==> src/ils_pkg.sv <==
`default_nettype none

package ils_pkg;

    localparam int SAMPLE_W    = 10;
    localparam int READING_W   = 14;
    localparam int FRAC_W      = 4;
    localparam int ADC_MAX     = 1023;
    localparam int READING_MAX = ADC_MAX * (2 ** FRAC_W);
    localparam int CFG_W       = 7;
    localparam int CFG_RESET   = 8;
    localparam int OP_W        = 2;
    localparam int PHASE_W     = 2;

    typedef logic [READING_W-1:0] t_reading;

    typedef enum logic [OP_W-1:0] {
        OP_SAMPLE    = 2'd0,
        OP_END_PHASE = 2'd1,
        OP_LOAD_REF  = 2'd2
    } t_op;

    typedef enum logic [PHASE_W-1:0] {
        PH_DETECT = 2'd0,
        PH_WHITE  = 2'd1,
        PH_BLACK  = 2'd2
    } t_phase;

endpackage

`default_nettype wire

==> src/ils_div.sv <==
`default_nettype none

module ils_div #(
    parameter int DEN_W = 20,
    parameter int QUO_W = 21
) (
    input  logic             i_clk,
    input  logic             i_rst_n,
    input  logic             i_start,
    input  logic [DEN_W-1:0] i_rem,
    input  logic [QUO_W-1:0] i_num,
    input  logic [DEN_W-1:0] i_den,
    output logic             o_done,
    output logic [QUO_W-1:0] o_quo
);

    localparam int CNT_W = $clog2(QUO_W + 1);

    logic [DEN_W-1:0] r_rem, n_rem;
    logic [QUO_W-1:0] r_quo, n_quo;
    logic [DEN_W-1:0] r_den, n_den;
    logic [CNT_W-1:0] r_cnt, n_cnt;
    logic             r_busy, n_busy;
    logic             r_done, n_done;

    logic [DEN_W:0]   trial;
    logic [DEN_W:0]   diff;
    logic             ge;

    always_comb begin
        trial  = {r_rem, r_quo[QUO_W-1]};
        diff   = trial - {1'b0, r_den};
        ge     = (trial >= {1'b0, r_den});
        n_rem  = r_rem;
        n_quo  = r_quo;
        n_den  = r_den;
        n_cnt  = r_cnt;
        n_busy = r_busy;
        n_done = 1'b0;
        if (i_start) begin
            n_rem  = i_rem;
            n_quo  = i_num;
            n_den  = i_den;
            n_cnt  = CNT_W'(QUO_W);
            n_busy = 1'b1;
        end else if (r_busy) begin
            // one quotient bit per cycle
            n_rem = ge ? diff[DEN_W-1:0] : trial[DEN_W-1:0];
            n_quo = {r_quo[QUO_W-2:0], ge};
            n_cnt = r_cnt - 1'b1;
            if (r_cnt == CNT_W'(1)) begin
                n_busy = 1'b0;
                n_done = 1'b1;
            end
        end
    end

    always_ff @(posedge i_clk) begin
        if (!i_rst_n) begin
            r_busy <= 1'b0;
            r_done <= 1'b0;
            r_cnt  <= '0;
        end else begin
            r_busy <= n_busy;
            r_done <= n_done;
            r_cnt  <= n_cnt;
        end
    end

    always_ff @(posedge i_clk) begin
        r_rem <= n_rem;
        r_quo <= n_quo;
        r_den <= n_den;
    end

    assign o_done = r_done;
    assign o_quo  = r_quo;

endmodule

`default_nettype wire

==> src/ir_line_sensor_calibrate.sv <==
// Channel   Direction  Handshake                    Payload
// request   in         i_in_valid / o_in_ready      i_op, i_sample, i_phase, i_reference_value
// result    out        o_out_valid / i_out_ready    o_reading_ready .. o_reference_now
// config    in         i_cfg_we (no wait)           i_cfg_wdata
//
// A sample that completes a reading passes through ST_DIV, where the shared divider
// yields one quotient bit a cycle, then ST_UPD and ST_OUT. A phase end with readings
// skips ST_UPD; every other request goes from ST_IDLE straight to ST_OUT.
// Reset is synchronous, active low, and clears all statistics and the reference.
// A new request is taken while a finished result waits at the output; the following
// one waits until that result is taken.
`default_nettype none

module ir_line_sensor_calibrate #(
    parameter int SAMPLES_MAX = 64,
    parameter int COUNT_BITS  = 20
) (
    input  logic                          i_clk,
    input  logic                          i_rst_n,
    input  logic                          i_cfg_we,
    input  logic [ils_pkg::CFG_W-1:0]     i_cfg_wdata,
    input  logic                          i_in_valid,
    output logic                          o_in_ready,
    input  logic [ils_pkg::OP_W-1:0]      i_op,
    input  logic [ils_pkg::SAMPLE_W-1:0]  i_sample,
    input  logic [ils_pkg::PHASE_W-1:0]   i_phase,
    input  logic [ils_pkg::READING_W-1:0] i_reference_value,
    output logic                          o_out_valid,
    input  logic                          i_out_ready,
    output logic                          o_reading_ready,
    output logic [ils_pkg::READING_W-1:0] o_reading,
    output logic                          o_track_found,
    output logic                          o_stats_ready,
    output logic [ils_pkg::READING_W-1:0] o_stat_mean,
    output logic [ils_pkg::READING_W-1:0] o_stat_min,
    output logic [ils_pkg::READING_W-1:0] o_stat_max,
    output logic [ils_pkg::READING_W-1:0] o_reference_now
);

    localparam int N_W   = $clog2(SAMPLES_MAX + 1);
    localparam int RAW_W = ils_pkg::SAMPLE_W + N_W;
    localparam int Q_W   = RAW_W + ils_pkg::FRAC_W;
    localparam int SUM_W = ils_pkg::READING_W + COUNT_BITS;
    localparam int DEN_W = (COUNT_BITS > N_W) ? COUNT_BITS : N_W;
    localparam int RW    = ils_pkg::READING_W;

    typedef enum logic [3:0] {
        ST_IDLE = 4'b0001,
        ST_DIV  = 4'b0010,
        ST_UPD  = 4'b0100,
        ST_OUT  = 4'b1000
    } t_state;

    typedef struct packed {
        logic              reading_ready;
        ils_pkg::t_reading reading;
        logic              track_found;
        logic              stats_ready;
        ils_pkg::t_reading stat_mean;
        ils_pkg::t_reading stat_min;
        ils_pkg::t_reading stat_max;
        ils_pkg::t_reading reference_now;
    } t_result;

    t_state                  r_state, n_state;
    logic [ils_pkg::CFG_W-1:0] r_cfg, n_cfg;
    logic [RAW_W-1:0]        r_raw_sum, n_raw_sum;
    logic [N_W-1:0]          r_raw_count, n_raw_count;
    ils_pkg::t_reading       r_latest, n_latest;
    ils_pkg::t_reading       r_reference, n_reference;
    ils_pkg::t_reading       r_wmin, n_wmin, r_wmax, n_wmax;
    logic [SUM_W-1:0]        r_wsum, n_wsum;
    logic [COUNT_BITS-1:0]   r_wcnt, n_wcnt;
    ils_pkg::t_reading       r_bmin, n_bmin, r_bmax, n_bmax;
    logic [SUM_W-1:0]        r_bsum, n_bsum;
    logic [COUNT_BITS-1:0]   r_bcnt, n_bcnt;
    ils_pkg::t_op            r_op, n_op;
    ils_pkg::t_phase         r_phase, n_phase;
    t_result                 r_pend, n_pend;
    logic                    r_out_valid, n_out_valid;
    t_result                 r_out, n_out;

    logic [N_W-1:0]              n_use;
    logic [ils_pkg::SAMPLE_W-1:0] smp;
    logic [RAW_W-1:0]            raw_sum_new;
    logic [N_W-1:0]              raw_cnt_new;
    logic [RW:0]                 mid_sum;
    ils_pkg::t_reading           ref_load;

    logic                        div_start;
    logic [DEN_W-1:0]            div_rem;
    logic [Q_W-1:0]              div_num;
    logic [DEN_W-1:0]            div_den;
    logic                        div_done;
    logic [Q_W-1:0]              div_quo;

    ils_div #(
        .DEN_W (DEN_W),
        .QUO_W (Q_W)
    ) u_div (
        .i_clk   (i_clk),
        .i_rst_n (i_rst_n),
        .i_start (div_start),
        .i_rem   (div_rem),
        .i_num   (div_num),
        .i_den   (div_den),
        .o_done  (div_done),
        .o_quo   (div_quo)
    );

    always_comb begin
        if (r_cfg == '0) begin
            n_use = N_W'(1);
        end else if (int'(r_cfg) > SAMPLES_MAX) begin
            n_use = N_W'(SAMPLES_MAX);
        end else begin
            n_use = N_W'(r_cfg);
        end
        smp = (i_sample > ils_pkg::SAMPLE_W'(ils_pkg::ADC_MAX)) ?
              ils_pkg::SAMPLE_W'(ils_pkg::ADC_MAX) : i_sample;
        raw_sum_new = r_raw_sum + RAW_W'(smp);
        raw_cnt_new = r_raw_count + 1'b1;
        mid_sum     = {1'b0, r_wmax} + {1'b0, r_bmin};
        ref_load    = (i_reference_value > RW'(ils_pkg::READING_MAX)) ?
                      RW'(ils_pkg::READING_MAX) : i_reference_value;
    end

    always_comb begin
        n_state     = r_state;
        n_cfg       = r_cfg;
        n_raw_sum   = r_raw_sum;
        n_raw_count = r_raw_count;
        n_latest    = r_latest;
        n_reference = r_reference;
        n_wmin      = r_wmin;
        n_wmax      = r_wmax;
        n_wsum      = r_wsum;
        n_wcnt      = r_wcnt;
        n_bmin      = r_bmin;
        n_bmax      = r_bmax;
        n_bsum      = r_bsum;
        n_bcnt      = r_bcnt;
        n_op        = r_op;
        n_phase     = r_phase;
        n_pend      = r_pend;
        n_out_valid = r_out_valid;
        n_out       = r_out;
        div_start   = 1'b0;
        div_rem     = '0;
        div_num     = '0;
        div_den     = '0;

        if (i_cfg_we) begin
            n_cfg = i_cfg_wdata;
        end
        if (r_out_valid && i_out_ready) begin
            n_out_valid = 1'b0;
        end

        unique case (r_state)
            ST_IDLE: begin
                if (i_in_valid) begin
                    n_op    = ils_pkg::t_op'(i_op);
                    n_phase = ils_pkg::t_phase'(i_phase);
                    n_pend  = '{
                        reading_ready: 1'b0,
                        reading:       r_latest,
                        track_found:   1'b0,
                        stats_ready:   1'b0,
                        stat_mean:     '0,
                        stat_min:      '0,
                        stat_max:      '0,
                        reference_now: r_reference
                    };
                    n_state = ST_OUT;
                    unique case (ils_pkg::t_op'(i_op))
                        ils_pkg::OP_SAMPLE: begin
                            if (raw_cnt_new >= n_use) begin
                                n_raw_sum   = '0;
                                n_raw_count = '0;
                                div_start   = 1'b1;
                                div_num     = {raw_sum_new, {ils_pkg::FRAC_W{1'b0}}};
                                div_den     = DEN_W'(n_use);
                                n_state     = ST_DIV;
                            end else begin
                                n_raw_sum   = raw_sum_new;
                                n_raw_count = raw_cnt_new;
                            end
                        end
                        ils_pkg::OP_END_PHASE: begin
                            if (ils_pkg::t_phase'(i_phase) == ils_pkg::PH_WHITE) begin
                                n_pend.stats_ready = 1'b1;
                                n_pend.stat_min    = r_wmin;
                                n_pend.stat_max    = r_wmax;
                                if (r_wcnt != '0) begin
                                    div_start = 1'b1;
                                    div_rem   = DEN_W'(r_wsum >> Q_W);
                                    div_num   = Q_W'(r_wsum);
                                    div_den   = DEN_W'(r_wcnt);
                                    n_state   = ST_DIV;
                                end
                            end else if (ils_pkg::t_phase'(i_phase) == ils_pkg::PH_BLACK) begin
                                n_pend.stats_ready   = 1'b1;
                                n_pend.stat_min      = r_bmin;
                                n_pend.stat_max      = r_bmax;
                                n_reference          = mid_sum[RW:1];
                                n_pend.reference_now = mid_sum[RW:1];
                                if (r_bcnt != '0) begin
                                    div_start = 1'b1;
                                    div_rem   = DEN_W'(r_bsum >> Q_W);
                                    div_num   = Q_W'(r_bsum);
                                    div_den   = DEN_W'(r_bcnt);
                                    n_state   = ST_DIV;
                                end
                                n_wmin = RW'(ils_pkg::READING_MAX);
                                n_wmax = '0;
                                n_wsum = '0;
                                n_wcnt = '0;
                                n_bmin = RW'(ils_pkg::READING_MAX);
                                n_bmax = '0;
                                n_bsum = '0;
                                n_bcnt = '0;
                            end
                        end
                        ils_pkg::OP_LOAD_REF: begin
                            n_reference          = ref_load;
                            n_pend.reference_now = ref_load;
                        end
                        default: begin
                        end
                    endcase
                end
            end
            ST_DIV: begin
                if (div_done) begin
                    if (r_op == ils_pkg::OP_SAMPLE) begin
                        n_latest = (div_quo > Q_W'(ils_pkg::READING_MAX)) ?
                                   RW'(ils_pkg::READING_MAX) : div_quo[RW-1:0];
                        n_state  = ST_UPD;
                    end else begin
                        n_pend.stat_mean = div_quo[RW-1:0];
                        n_state          = ST_OUT;
                    end
                end
            end
            ST_UPD: begin
                n_pend.reading_ready = 1'b1;
                n_pend.reading       = r_latest;
                unique case (r_phase)
                    ils_pkg::PH_DETECT: begin
                        n_pend.track_found = (r_latest > r_reference);
                    end
                    ils_pkg::PH_WHITE: begin
                        if (r_latest < r_wmin) begin
                            n_wmin = r_latest;
                        end
                        if (r_latest > r_wmax) begin
                            n_wmax = r_latest;
                        end
                        if (r_wcnt != '1) begin
                            n_wsum = r_wsum + SUM_W'(r_latest);
                            n_wcnt = r_wcnt + 1'b1;
                        end
                    end
                    ils_pkg::PH_BLACK: begin
                        if (r_latest < r_bmin) begin
                            n_bmin = r_latest;
                        end
                        if (r_latest > r_bmax) begin
                            n_bmax = r_latest;
                        end
                        if (r_bcnt != '1) begin
                            n_bsum = r_bsum + SUM_W'(r_latest);
                            n_bcnt = r_bcnt + 1'b1;
                        end
                    end
                    default: begin
                    end
                endcase
                n_state = ST_OUT;
            end
            ST_OUT: begin
                if (!r_out_valid || i_out_ready) begin
                    n_out_valid = 1'b1;
                    n_out       = r_pend;
                    n_state     = ST_IDLE;
                end
            end
            default: begin
                n_state = ST_IDLE;
            end
        endcase
    end

    always_ff @(posedge i_clk) begin
        if (!i_rst_n) begin
            r_state     <= ST_IDLE;
            r_cfg       <= ils_pkg::CFG_W'(ils_pkg::CFG_RESET);
            r_raw_sum   <= '0;
            r_raw_count <= '0;
            r_latest    <= '0;
            r_reference <= '0;
            r_wmin      <= RW'(ils_pkg::READING_MAX);
            r_wmax      <= '0;
            r_wsum      <= '0;
            r_wcnt      <= '0;
            r_bmin      <= RW'(ils_pkg::READING_MAX);
            r_bmax      <= '0;
            r_bsum      <= '0;
            r_bcnt      <= '0;
            r_out_valid <= 1'b0;
        end else begin
            r_state     <= n_state;
            r_cfg       <= n_cfg;
            r_raw_sum   <= n_raw_sum;
            r_raw_count <= n_raw_count;
            r_latest    <= n_latest;
            r_reference <= n_reference;
            r_wmin      <= n_wmin;
            r_wmax      <= n_wmax;
            r_wsum      <= n_wsum;
            r_wcnt      <= n_wcnt;
            r_bmin      <= n_bmin;
            r_bmax      <= n_bmax;
            r_bsum      <= n_bsum;
            r_bcnt      <= n_bcnt;
            r_out_valid <= n_out_valid;
        end
    end

    always_ff @(posedge i_clk) begin
        r_op    <= n_op;
        r_phase <= n_phase;
        r_pend  <= n_pend;
        r_out   <= n_out;
    end

    assign o_in_ready      = (r_state == ST_IDLE);
    assign o_out_valid     = r_out_valid;
    assign o_reading_ready = r_out.reading_ready;
    assign o_reading       = r_out.reading;
    assign o_track_found   = r_out.track_found;
    assign o_stats_ready   = r_out.stats_ready;
    assign o_stat_mean     = r_out.stat_mean;
    assign o_stat_min      = r_out.stat_min;
    assign o_stat_max      = r_out.stat_max;
    assign o_reference_now = r_out.reference_now;

endmodule

`default_nettype wire

==> config.mk <==
export PLATFORM = sky130hd
export DESIGN_NAME = ir_line_sensor_calibrate
export DESIGN_NICKNAME = d
export VERILOG_FILES = /design/src/ils_pkg.sv /design/src/ils_div.sv /design/src/ir_line_sensor_calibrate.sv
export SDC_FILE = /design/constraint.sdc
export NUM_CORES = 1
export LEC_CHECK = 0
export BUFFER_PORTS_ARGS = -buffer_cell sky130_fd_sc_hd__buf_2
export CAP_MARGIN = 25
export CORE_ASPECT_RATIO = 1.2
export CORE_MARGIN = 2
export CORE_UTILIZATION = 50
export DETAILED_ROUTE_END_ITERATION = 6
export PLACE_DENSITY = 0.67
export SETUP_SLACK_MARGIN = 0.4
export SLEW_MARGIN = 10
export SYNTH_ARGS = -nofsm -noshare
export SYNTH_HDL_FRONTEND = slang
export SYNTH_SLANG_ARGS = --single-unit
==> constraint.sdc <==
create_clock -name i_clk -period 11 [get_ports i_clk]
set_input_delay 1.1 -clock i_clk [delete_from_list [all_inputs] [get_ports i_clk]]
set_output_delay 1.1 -clock i_clk [all_outputs]
set_load 0.005 [all_outputs]
Word-level counts from Yosys, hierarchy flattened
Cells that the tools add are included.
{"block": "totals", "elab_cells": 241, "register_bits": 446, "out_inout_bits": 75, "input_bits": 40}
{"block": "classes", "muxes": 118, "reduce_logical": 30, "bitwise_logic": 2, "n_addsub": 9, "magnitude_cmp": 11, "n_eq_ne": 31}
{"operator": "20-bit 2-to-1 mux", "count": 19}
{"operator": "14-bit 2-to-1 mux", "count": 23}
{"operator": "34-bit 2-to-1 mux", "count": 8}
{"operator": "14-bit one-hot mux with 2 select lines", "count": 7}
{"operator": "21-bit 2-to-1 mux", "count": 9}
{"operator": "34-bit one-hot mux with 2 select lines", "count": 2}
{"operator": "20-bit one-hot mux with 2 select lines", "count": 3}
{"operator": "73-bit 2-to-1 mux", "count": 1}
{"operator": "34-bit by 14-bit adder with 34-bit output", "count": 2}
{"operator": "28-bit 2-to-1 mux", "count": 2}
{"operator": "14-bit greater-than comparator", "count": 3}
{"operator": "42-bit 2-to-1 mux", "count": 1}
{"operator": "21-bit one-hot mux with 2 select lines", "count": 1}
{"operator": "7-bit AND reduction", "count": 6}
{"operator": "20-bit by 1-bit adder with 20-bit output, second input constant", "count": 2}
{"operator": "20-bit inequality test, second input constant", "count": 2}
{"operator": "20-bit nonzero test", "count": 2}
{"operator": "13-bit 2-to-1 mux", "count": 3}
{"operator": "4-bit 2-to-1 mux", "count": 9}
{"operator": "16-bit one-hot mux with 2 select lines", "count": 1}
{"operator": "14-bit less-than comparator", "count": 2}
{"operator": "7-bit 2-to-1 mux", "count": 4}
{"operator": "2-bit inequality test, second input constant", "count": 12}
{"operator": "21-bit by 20-bit greater-or-equal comparator with 1-bit output", "count": 1}
{"operator": "other kinds (38)", "count": 76}

Logic depth before layout (Yosys ltp)
Gate-level depths: netlist of the first run.
{"block": "depth", "word_depth": 9, "mapped_depth": 16, "ltp_nobuf": 14}

Cells and area by module
A second synthesis of the first run with hierarchy kept.
{"block": "hier_totals", "hier_cells": 2514, "hier_area_um2": 24213.2}
{"mod": "ir_line_sensor_calibrate", "area_per_inst_um2": 20071.8, "cells_each": 2120, "seq_area_each_um2": 9068.7, "instances": 1}
{"mod": "ils_div", "area_per_inst_um2": 4141.5, "cells_each": 394, "seq_area_each_um2": 1971.9, "instances": 1}

Worst setup path before layout of the first run
Ideal clock, no wire load.
{"block": "synth_path", "path_type": "input port to flip-flop", "from": "input port i_out_ready", "to": "register r_out (netlist bit o_reading[0]) (enable)", "path_stages": 2, "slack_ns": 6.012, "arrival_ns": 4.475, "setup_time_ns": 0.513, "t_required_ns": 10.487, "n_path_buf": 0, "path_cell_list": "nand2b_1 nor2b_1"}
{"block": "synth_via", "elab_chain_len": 2}
{"item": "start: declaration", "line_no": "ir_line_sensor_calibrate.sv:29", "text": "input logic i_out_ready,"}
{"item": "1-bit logical OR", "line_no": "ir_line_sensor_calibrate.sv:283", "text": "if (!r_out_valid || i_out_ready) begin"}
{"item": "2-bit AND reduction (no source line)"}
{"item": "end signal: assignment", "line_no": "ir_line_sensor_calibrate.sv:335", "text": "r_out <= n_out;"}
{"item": "end: declaration", "line_no": "ir_line_sensor_calibrate.sv:81", "text": "t_result r_out, n_out;"}
Every way passes these cells.
A chain may end at the register's enable or synchronous reset.

Worst setup path in the final report of the first run
{"block": "layout_path", "from": "register r_cfg[1] (netlist bit)", "to": "register u_div.r_rem[12] (data pin)"}
{"block": "layout_via", "elab_chain_len": 9, "word_cells_on_any_way": 10, "cone_classes": "order compare: 2; mux: 7; reduce/logical: 1"}
{"item": "start: declaration", "line_no": "ir_line_sensor_calibrate.sv:66", "text": "logic [ils_pkg::CFG_W-1:0] r_cfg, n_cfg;"}
{"item": "start signal: assignment", "line_no": "ir_line_sensor_calibrate.sv:298", "text": "r_cfg <= ils_pkg::CFG_W'(ils_pkg::CFG_RESET);"}
{"item": "start signal: assignment", "line_no": "ir_line_sensor_calibrate.sv:314", "text": "r_cfg <= n_cfg;"}
{"item": "7-bit greater-than comparator", "line_no": "ir_line_sensor_calibrate.sv:114", "text": "end else if (int'(r_cfg) > SAMPLES_MAX) begin"}
{"item": "7-bit 2-to-1 mux", "line_no": "ir_line_sensor_calibrate.sv:114"}
{"item": "7-bit 2-to-1 mux *", "line_no": "ir_line_sensor_calibrate.sv:112", "text": "if (r_cfg == '0) begin"}
{"item": "7-bit greater-or-equal comparator *", "line_no": "ir_line_sensor_calibrate.sv:178", "text": "if (raw_cnt_new >= n_use) begin"}
{"item": "1-bit 2-to-1 mux *", "line_no": "ir_line_sensor_calibrate.sv:178"}
{"item": "1-bit one-hot mux with 2 select lines *", "line_no": "ir_line_sensor_calibrate.sv:176", "text": "unique case (ils_pkg::t_op'(i_op))"}
{"item": "1-bit 2-to-1 mux *", "line_no": "ir_line_sensor_calibrate.sv:162", "text": "if (i_in_valid) begin"}
{"item": "1-bit 2-to-1 mux *", "line_no": "ir_line_sensor_calibrate.sv:160", "text": "unique case (r_state)"}
{"item": "20-bit 2-to-1 mux *", "line_no": "ils_div.sv:40", "text": "if (i_start) begin"}
{"item": "net u_div.n_rem[12]", "line_no": "ils_div.sv:19", "text": "logic [DEN_W-1:0] r_rem, n_rem;"}
{"item": "end signal: assignment", "line_no": "ils_div.sv:71", "text": "r_rem <= n_rem;"}
{"item": "end: declaration", "line_no": "ils_div.sv:19"}
The timed path passes the listed nets; every way through them passes the cells marked *.

==> flow_metrics.env, run 1 <==
export IMPL_status="completed"
export IMPL_std_cell_rows=87
export IMPL_drtPass1Iterations=7
export IMPL_drc_errors=0
export IMPL_num_vias=18700
export IMPL_cp_end_kind="register"
export IMPL_yosysWarningCount=0
export IMPL_drv_cap=0
export IMPL_p_per_area_mw_per_mm2=135
export IMPL_tns_ns=0
export IMPL_core_area_mm2=0.0468
export IMPL_gr_total_overflow=0
export IMPL_avgSynthCellArea_um2=9.69
export IMPL_synthTopCellsByArea="edfxtp_1 (27%), dfxtp_1 (20%), ha_1 (8.4%)"
export IMPL_synth_top_family_by_area="compound AO/OA/AOI/OAI gates"
export IMPL_io_buffers=114
export IMPL_viasPerCell=5.88
export IMPL_htreeDepth=2
export IMPL_syn_nets=2636
export IMPL_arrival_ns=4.24
export IMPL_grt_pass1_wl_um=101000
export IMPL_synth_top_area_share_pct=26.9
export IMPL_synth_edf_count=211
export IMPL_synth_top_flop_cell="dfxtp_1"
export IMPL_critPathSlowestCell="buf_4"
export IMPL_period_needed_ns=3.88
export IMPL_chipWidth_um=202
export IMPL_synth_compound_area_share_pct=17.2
export IMPL_cts_root_buf="clkbuf_16"
export IMPL_p_total_w=0.00356
export IMPL_cp_slowest_stage_delay_ns=0.50
export IMPL_cts_made_buffers=46
export IMPL_relSlewSlack_pct=35.5
export IMPL_yosys_register_bits=446
export IMPL_yosys_area_share_adder_pct=8.87
export IMPL_post_cts_buffers=0
export IMPL_path_cells="nor3_1 -> a21oi_1 -> nor2_1 -> ha_1 -> nand2b_1 -> a21o_1 -> a21oi_1 -> o2111ai_1 -> a21o_1 -> nand2_1 -> a21o_2 -> buf_4 -> inv_1 -> buf_4 -> o311ai_0"
export IMPL_final_nets=2717
export IMPL_skew_ns=0.0144
export IMPL_rsz0062_at_grt="false"
export IMPL_io_pins=115
export IMPL_ff2ff_path_depth=15
export IMPL_yosysTopAreaCell="edfxtp_1"
export IMPL_die_y_um=242
export IMPL_hold_buffers=0
export IMPL_period_share_pct=35.3
export IMPL_grt_pass1_vias=18500
export IMPL_holdPathStages=0
export IMPL_p_leak_nw=10.6
export IMPL_yosysSeqAreaShare_pct=46.9
export IMPL_reg2reg_slack_ns=7.12
export IMPL_routed_wl_um=63900
export IMPL_ant_nets=0
export IMPL_cts_tree="built"
export IMPL_tightest_slew_ns=0.961
export IMPL_slew_viol_final=0
export IMPL_synth_cell_types=80
export IMPL_fp_dieArea_mm2=0.0489
export IMPL_synthMuxAreaShare_pct=1.19
export IMPL_cts_repair_resized=0
export IMPL_hold_viol=0
export IMPL_ir_drop_uv=96.5
export IMPL_cp_max_fo=63
export IMPL_insertion_delay_ns=0.59
export IMPL_finalSetupViolCount=0
export IMPL_gp_congestion=0.924
export IMPL_antenna_cells=0
export IMPL_syn_to_final_growth_pct=11.7
export IMPL_place_area_mm2=0.0247
export IMPL_design_area_mm2=0.0263
export IMPL_synthXorXnorAreaFrac_pct=5.21
export IMPL_critPathKind="reg2reg"
export IMPL_clkSlewWorstSetupHoldPaths_ns=0.06
export IMPL_grt_start_max_net_pins=108
export IMPL_hold_path_class="reg2reg"
export IMPL_fmax_mhz=258
export IMPL_start_kind="register"
export IMPL_nFillCells=4118
export IMPL_drtIter0Drc=1314
export IMPL_crit_required_ns=11.36
export IMPL_layout_drive_gt1_share_pct=10.2
export IMPL_synthArstFlopShare_pct=0
export IMPL_floorplan_initialDensity_pct=50.3
export IMPL_cts_path_max_buffers=3
export IMPL_hpwl_um=45700
export IMPL_yosys_area_share_simple_pct=16.5
export IMPL_netlist_area_mm2=0.0236
export IMPL_cts_sinks=446
export IMPL_syn_instance_count=2432
export IMPL_antenna_found_initial=0
export IMPL_wire_per_inst_um=20.1
export IMPL_grt_use_total_pct=25.9
synth_stat cells (28+ instances only):
cell type	n
nand2_1	223
nand4_1	37
edfxtp_1	211
a21oi_1	125
nor2_1	207
a22oi_1	56
ha_1	159
dfxtp_1	235
a21o_1	45
a22o_1	37
nor2b_1	58
xor2_1	85
mux2i_1	28
clkbuf_1	101
inv_1	127
nand3_1	102
o21ai_0	125
xnor2_1	55
and2_1	33
a21boi_0	33
power breakdown:
group          switching [W]  leakage, nW  internal, W
clock               0.000675        0.720     0.000876
combinational       0.000140         5.97    0.0000677
sequential         0.0000186         3.86      0.00178
total               0.000834         10.6      0.00273
sequential cells by signal, summed over array words and instances, names as in the netlist, 17 cells and up:
| signal | cells |
|---|---|
| r_bcnt | 20 |
| u_div.o_quo | 21 |
| r_bsum | 34 |
| r_raw_sum | 17 |
| r_wsum | 34 |
| u_div.r_den | 20 |
| u_div.r_rem | 20 |
| r_wcnt | 20 |
| r_pend | 73 |
final timing paths:
kind	end	startpoint
hold reg to reg	o_reading[12]$_DFFE_PP_	r_pend[70]$_DFFE_PP_
hold / removal	o_reading[12]$_DFFE_PP_	r_pend[70]$_DFFE_PP_
setup / recovery	u_div.r_rem[12]$_DFFE_PP_	r_cfg[1]$_SDFFE_PN0P_
setup reg to reg	u_div.r_rem[12]$_DFFE_PP_	r_cfg[1]$_SDFFE_PN0P_
layer usage:
layer / vias to the layer above / GRT usage [%] / wire length, um
met2: 609 / 44.2 / 31100
met4: 0 / 14.6 / 3730
met3: 201 / 3.67 / 3210
li1: 8937 / - / -
met1: 8919 / 31.4 / 25900
met5: - / 0 / 0
placed cells by master (no fill, tap or decap), types with 16 or more instances in the layout:
| cell type | instances |
|---|---|
| and3_1 | 26 |
| a21o_1 | 44 |
| nand2_1 | 222 |
| edfxtp_1 | 211 |
| ha_1 | 159 |
| nand3_1 | 102 |
| a22o_1 | 37 |
| dfxtp_1 | 235 |
| a21oi_1 | 124 |
| a21boi_0 | 33 |
| o21a_1 | 17 |
| xor2_1 | 85 |
| a22oi_1 | 56 |
| and2_1 | 33 |
| buf_2 | 114 |
| nor2b_1 | 57 |
| xnor2_1 | 55 |
| buf_4 | 37 |
| mux2i_1 | 28 |
| clkbuf_16 | 47 |
| nor4_1 | 16 |
| nor2_1 | 207 |
| inv_1 | 126 |
| nand4_1 | 37 |
| nor3_1 | 25 |
| o21ai_0 | 125 |
| nand2b_1 | 23 |
| a2bb2oi_1 | 20 |
stage by stage:
stage / utilization [%] / instances / hold slack [ns] / setup WS (ns)
CTS: 56.0 / 3167 / 0.419 / 7.15
global route: 56.2 / 3174 / 0.424 / 6.74
floorplan: - / 2432 / 0.400 / 6.01
global placement: 52.8 / 3079 / 0.401 / 6.77
finish: 56.2 / 3174 / 0.418 / 7.12
detailed placement: 52.8 / 3081 / 0.405 / 6.65
kinds of logic (layout without fill, tap and decap cells):
logic type / count (synthesis) / in the layout
buffers and inverters: 254 / 373
xor gates and xnor gates: 140 / 140
adders and majority gates: 164 / 164
AOI/OAI and AO/OA: 596 / 596
and+or+nand+nor: 804 / 804
muxes: 28 / 28
DFF: 446 / 446
cell type report:
| cell class | count | area, um2 | area share, % |
|---|---|---|---|
| inverters | 131 | 492 | 1.87 |
| clock inverters | 26 | 231 | 0.880 |
| flip-flops and latches | 446 | 11000 | 42.0 |
| repair buffers | 156 | 953 | 3.62 |
| multi-input cells | 1732 | 11600 | 44.0 |
| clock buffers | 60 | 1240 | 4.73 |
| well taps | 623 | 779 | 2.96 |
worst max-delay path: cells and delay by family (launching register included):
family,cells,cell delay (ns)
buffers and inverters,3,0.90
AOI/OAI and AO/OA,7,1.54
and+or+nand+nor,4,0.61
DFF,1,0.33
adders and majority gates,1,0.25
(Power assumes the default switching activity.)
==> run 2, diff against run 1 <==
==> constraint.sdc (replaced) <==
create_clock -name i_clk -period 3.9 [get_ports i_clk]
set_input_delay 0.39 -clock i_clk [delete_from_list [all_inputs] [get_ports i_clk]]
set_output_delay 0.39 -clock i_clk [all_outputs]
set_load 0.005 [all_outputs]
==> flow_metrics.env, run 2 (synthesized netlist as in run 1, its figures left out) <==
export IMPL_status="completed"
export IMPL_layout_drive_gt1_share_pct=11.2
export IMPL_fmax_mhz=304
export IMPL_arrival_ns=3.81
export IMPL_std_cell_rows=87
export IMPL_io_pins=115
export IMPL_p_clk_share_pct=44.4
export IMPL_p_seq_share_pct=49.7
export IMPL_grt_pass1_vias=18400
export IMPL_layout_commonest_cell="dfxtp_1"
export IMPL_tns_ns=0
export IMPL_cts_made_buffers=46
export IMPL_start_kind="register"
export IMPL_insertion_delay_ns=0.60
export IMPL_final_cell_count_no_fill=3193
export IMPL_slew_viol_final=0
export IMPL_worst_slack_ns=0.610
export IMPL_hpwl_um=46300
export IMPL_r2r_start="r_state[3]$_SDFFE_PN0P_"
export IMPL_die_y_um=242
export IMPL_largest_register_ffs=73
export IMPL_nFillCells=4086
export IMPL_p_sw_w=0.00234
export IMPL_grt_start_max_net_pins=96
export IMPL_syn_to_final_growth_pct=12.6
export IMPL_crit_start="r_state[3]$_SDFFE_PN0P_"
export IMPL_period_needed_ns=3.29
export IMPL_top_regs="r_pend: 73 flops, r_bsum: 34 flops, r_wsum: 34 flops"
export IMPL_chipWidth_um=202
export IMPL_tightest_slew_ns=0.943
export IMPL_switching_share_pct=22.9
export IMPL_fp_dieArea_mm2=0.0489
export IMPL_relSlewSlack_pct=37.1
export IMPL_regArea_mm2=0.0110
export IMPL_wire_per_inst_um=20.0
export IMPL_hold_slack_ns=0.0122
export IMPL_floorplan_initialDensity_pct=50.3
export IMPL_p_per_area_mw_per_mm2=385
export IMPL_rsz0062_at_grt="false"
export IMPL_clkSlewWorstSetupHoldPaths_ns=0.07
export IMPL_gr_total_overflow=0
export IMPL_viasPerCell=5.91
export IMPL_core_area_mm2=0.0468
export IMPL_largest_register="r_pend"
export IMPL_drtPass1Iterations=5
export IMPL_cp_end_kind="register"
export IMPL_num_vias=18900
export IMPL_cts_tree="built"
export IMPL_antenna_found_initial=0
export IMPL_grt_pass1_wl_um=100000
export IMPL_gp_congestion=0.934
export IMPL_htreeDepth=2
export IMPL_hold_path_class="in2reg"
export IMPL_crit_required_ns=4.42
export IMPL_finalSetupViolCount=0
export IMPL_post_place_ws_ns=0.546
export IMPL_p_comb_share_pct=5.9
export IMPL_critPathKind="reg2reg"
export IMPL_cp_max_fo=11
export IMPL_period_share_pct=84.4
export IMPL_drtIter0Drc=1416
export IMPL_final_cell_mix="dfxtp_1 (235), nand2_1 (222), edfxtp_1 (211)"
export IMPL_ir_drop_uv=311
export IMPL_routed_wl_um=64000
export IMPL_cts_sinks=446
export IMPL_grt_use_total_pct=25.9
export IMPL_p_int_w=0.00788
export IMPL_final_nets=2736
export IMPL_hp_start="i_cfg_wdata[3]"
export IMPL_p_leak_nw=10.7
export IMPL_multi_input_area_mm2=0.0116
export IMPL_dp_cells=3101
export IMPL_p_total_w=0.0102
export IMPL_drc_errors=0
export IMPL_hold_viol=0
export IMPL_cts_path_max_buffers=3
export IMPL_cts_root_buf="clkbuf_16"
export IMPL_ant_nets=0
export IMPL_io_buffers=114
export IMPL_skew_ns=0.0136
export IMPL_antenna_cells=0
export IMPL_drv_cap=0
run 2: changes by cell type in the layout (fill, tap and decap cells not counted), moves of 5 or more:
cell      change
buf_4        +21
clkinv_1      -6
clkbuf_8      +6
o311ai_1      +5
o311ai_0      -6
run 2: cell type report:
cell class,count,share of cell area [%]
repair buffers,175,4.02
multi-input cells,1732,43.7
clock buffers,66,5.00
flip-flops and latches,446,41.6
inverters,131,1.85
well taps,623,2.94
clock inverters,20,0.858
run 2: routing by layer:
metal / GRT usage [%] / part of all wire (%) / up-vias
met5: 0 / 0 / -
met4: 16.3 / 6.6 / 0
met3: 3.53 / 5.5 / 193
met2: 43.2 / 48 / 665
met1: 31.7 / 40 / 9057
li1: - / - / 8960
run 2: worst max-delay path, cell delays in order, from the launching register on:
cell and delay (ns):
dfxtp_1 0.42, or2_2 0.18, or3b_4 0.16, inv_2 0.06, a221oi_2 0.51, nand3_1 0.29, a41o_1 0.34, nor4_4 0.32
o21ai_1 0.33, or3_1 0.44, a21oi_1 0.17
run 2: power groups by stage:
stage / Combinational, W / Sequential [W] / Clock [W]
after floorplan: 0.000383 / 0.00517 / 0
after global placement: 0.000575 / 0.00518 / 0
after detailed placement: 0.000587 / 0.00518 / 0
after CTS: 0.000590 / 0.00508 / 0.00460
after global routing: 0.000654 / 0.00509 / 0.00479
final: 0.000600 / 0.00508 / 0.00454
run 2: path summary, 6_finish.rpt:
path | endpoint | slack (ns) | cells after the start
worst max-delay path | r_bsum[30]$_SDFFE_PN0P_ | 0.61 | 10
worst min-delay path | r_cfg[3]$_SDFFE_PN1P_ | 0.01 | 3
worst max register to register | r_bsum[30]$_SDFFE_PN0P_ | 0.61 | 10
worst min register to register | o_stat_mean[12]$_DFFE_PP_ | 0.42 | 0
run 2: metrics by stage:
stage	utilization, %	instance area (um2)
after floorplan	-	23600
after global placement	53.2	24900
after detailed placement	53.2	24900
after CTS	56.5	26500
after global routing	56.7	26500
final	56.7	26500
run 2: timing repair:
item / CTS / global route
gates resized for setup: 0 / 10
setup endpoints to repair: 0 / 17
hold buffers: 0 / 0
setup buffers: 0 / 4
==> run 3, diff against run 2 <==
--- a/config.mk
+++ b/config.mk
@@ -11,7 +11,7 @@
 export CORE_MARGIN = 2
 export CORE_UTILIZATION = 50
 export DETAILED_ROUTE_END_ITERATION = 6
-export PLACE_DENSITY = 0.67
+export PLACE_DENSITY = 0.7
 export SETUP_SLACK_MARGIN = 0.4
 export SLEW_MARGIN = 10
 export SYNTH_ARGS = -nofsm -noshare
==> constraint.sdc (replaced) <==
create_clock -name i_clk -period 2.85 [get_ports i_clk]
set_input_delay 0.285 -clock i_clk [delete_from_list [all_inputs] [get_ports i_clk]]
set_output_delay 0.285 -clock i_clk [all_outputs]
set_load 0.005 [all_outputs]
==> flow_metrics.env, run 3 (synthesized netlist as in run 1, its figures left out) <==
export IMPL_p_total_w=0.0149
export IMPL_std_cell_rows=87
export IMPL_hpwl_um=49600
export IMPL_insertion_delay_ns=0.61
export IMPL_wire_per_inst_um=22.1
export IMPL_layout_commonest_cell="dfxtp_1"
export IMPL_period_needed_ns=2.85
export IMPL_io_pins=115
export IMPL_routed_wl_um=76400
export IMPL_top_regs="r_pend: 73 flops, r_bsum: 34 flops, r_wsum: 34 flops"
export IMPL_drtPass1Iterations=6
export IMPL_core_area_mm2=0.0468
export IMPL_cts_path_max_buffers=3
export IMPL_hold_viol=0
export IMPL_cts_tree="built"
export IMPL_worst_slack_ns=0.00488
export IMPL_largest_register_ffs=73
export IMPL_cts_sinks=446
export IMPL_syn_to_final_growth_pct=32.7
export IMPL_num_vias=20900
export IMPL_crit_required_ns=3.19
export IMPL_chipWidth_um=202
export IMPL_period_share_pct=99.8
export IMPL_gp_congestion=0.935
export IMPL_antenna_found_initial=1
export IMPL_cts_root_buf="clkbuf_16"
export IMPL_hold_path_class="in2reg"
export IMPL_drtIter0Drc=1570
export IMPL_p_leak_nw=12.6
export IMPL_ant_nets=0
export IMPL_cts_made_buffers=46
export IMPL_fp_dieArea_mm2=0.0489
export IMPL_path_cells="ha_4 -> nand3_4 -> xnor2_2 -> ha_1 -> nand3_2 -> o2111ai_2 -> a21o_1 -> nand2_2 -> a21o_4 -> buf_12 -> buf_12 -> clkbuf_16 -> nand2_2 -> o31ai_4"
export IMPL_cp_max_fo=6
export IMPL_relSlewSlack_pct=56.6
export IMPL_status="completed"
export IMPL_io_buffers=114
export IMPL_tightest_slew_ns=0.650
export IMPL_critPathSlowestCell="dfxtp_4"
export IMPL_post_place_ws_ns=0.00655
export IMPL_p_per_area_mw_per_mm2=477
export IMPL_htreeDepth=2
export IMPL_drc_errors=0
export IMPL_final_cell_mix="dfxtp_1 (215), edfxtp_1 (211), nand2_1 (206)"
export IMPL_grt_pass1_wl_um=112000
export IMPL_grt_use_total_pct=28.9
export IMPL_tns_ns=0
export IMPL_die_y_um=242
export IMPL_nFillCells=3442
export IMPL_start_kind="register"
export IMPL_hold_slack_ns=0.0284
export IMPL_drv_cap=0
export IMPL_gr_total_overflow=0
export IMPL_slew_viol_final=0
export IMPL_largest_register="r_pend"
export IMPL_finalSetupViolCount=0
export IMPL_clkSlewWorstSetupHoldPaths_ns=0.07
export IMPL_cp_slowest_stage_delay_ns=0.38
export IMPL_viasPerCell=6.04
export IMPL_grt_pass1_vias=20500
export IMPL_floorplan_initialDensity_pct=50.3
export IMPL_critPathKind="reg2reg"
export IMPL_cp_end_kind="register"
export IMPL_grt_start_max_net_pins=90
export IMPL_final_nets=2994
export IMPL_rsz0062_at_grt="true"
export IMPL_layout_drive_gt1_share_pct=28.2
export IMPL_skew_ns=0.0319
export IMPL_ir_drop_uv=488
export IMPL_antenna_cells=0
export IMPL_arrival_ns=3.18
export IMPL_fmax_mhz=351
## run 3: worst max-delay path: cells and delay by family (launching register included)
kind | cells | cell delay, ns
and+or+nand+nor | 4 | 0.35
AOI/OAI and AO/OA | 4 | 0.73
xor gates and xnor gates | 1 | 0.16
adders and majority gates | 2 | 0.50
DFF | 1 | 0.38
buffers and inverters | 3 | 0.45
## run 3: report_power, final
part	internal (W)	switching (W)	leakage, nW
Clock	0.00396	0.00272	0.796
Sequential	0.00688	0.0000723	3.87
Combinational	0.000553	0.000733	7.97
## run 3: through the flow
| step | util, % | instances | area, um2 |
|---|---|---|---|
| 6_report | 66.8 | 3451 | 31300 |
| 3_5_place_dp | 56.1 | 3217 | 26300 |
| 4_1_cts | 63.2 | 3396 | 29600 |
| 2_1_floorplan | - | 2432 | 24000 |
| 3_3_place_gp | 56.1 | 3217 | 26300 |
| 5_1_grt | 66.8 | 3451 | 31300 |
## run 3: timing repair
item	CTS	global route
endpoints found under the hold margin	12	0
setup buffers	68	42
endpoints found under the setup margin	347	400
cloned	13	12
hold buffers	12	0
gates resized for setup	177	256
pin swaps	83	122
## run 3: worst paths after layout
check | start | to | slack (ns) | depth (start not counted)
hold / removal | i_op[1] | r_op[1]$_DFFE_PP_ | 0.03 | 2
hold reg to reg | r_pend[35]$_SDFFCE_PN0P_ | o_stat_min[7]$_DFFE_PP_ | 0.39 | 0
setup / recovery | r_raw_count[0]$_SDFFE_PN0P_ | u_div.o_quo[3]$_DFFE_PP_ | 0.005 | 14
setup reg to reg | r_raw_count[0]$_SDFFE_PN0P_ | u_div.o_quo[3]$_DFFE_PP_ | 0.005 | 14
## run 3: layout make-up
| class | count | area [um2] | share of cell area (%) |
|---|---|---|---|
| multi-input combinational | 1732 | 13300 | 42.6 |
| sequential | 446 | 11100 | 35.5 |
| timing repair buffer | 430 | 3870 | 12.4 |
| clock buffer | 61 | 1290 | 4.13 |
| tap | 623 | 779 | 2.49 |
| inverter | 131 | 519 | 1.66 |
| clock inverter | 25 | 370 | 1.18 |
| timing repair inverter | 3 | 31.3 | 0.100 |
## run 3: per-layer routing
layer / GRT usage, % / routed length [um]
met1: 34.1 / 29100
met2: 49.7 / 37600
met3: 4.49 / 4450
met4: 17.1 / 5260
met5: 0 / 0
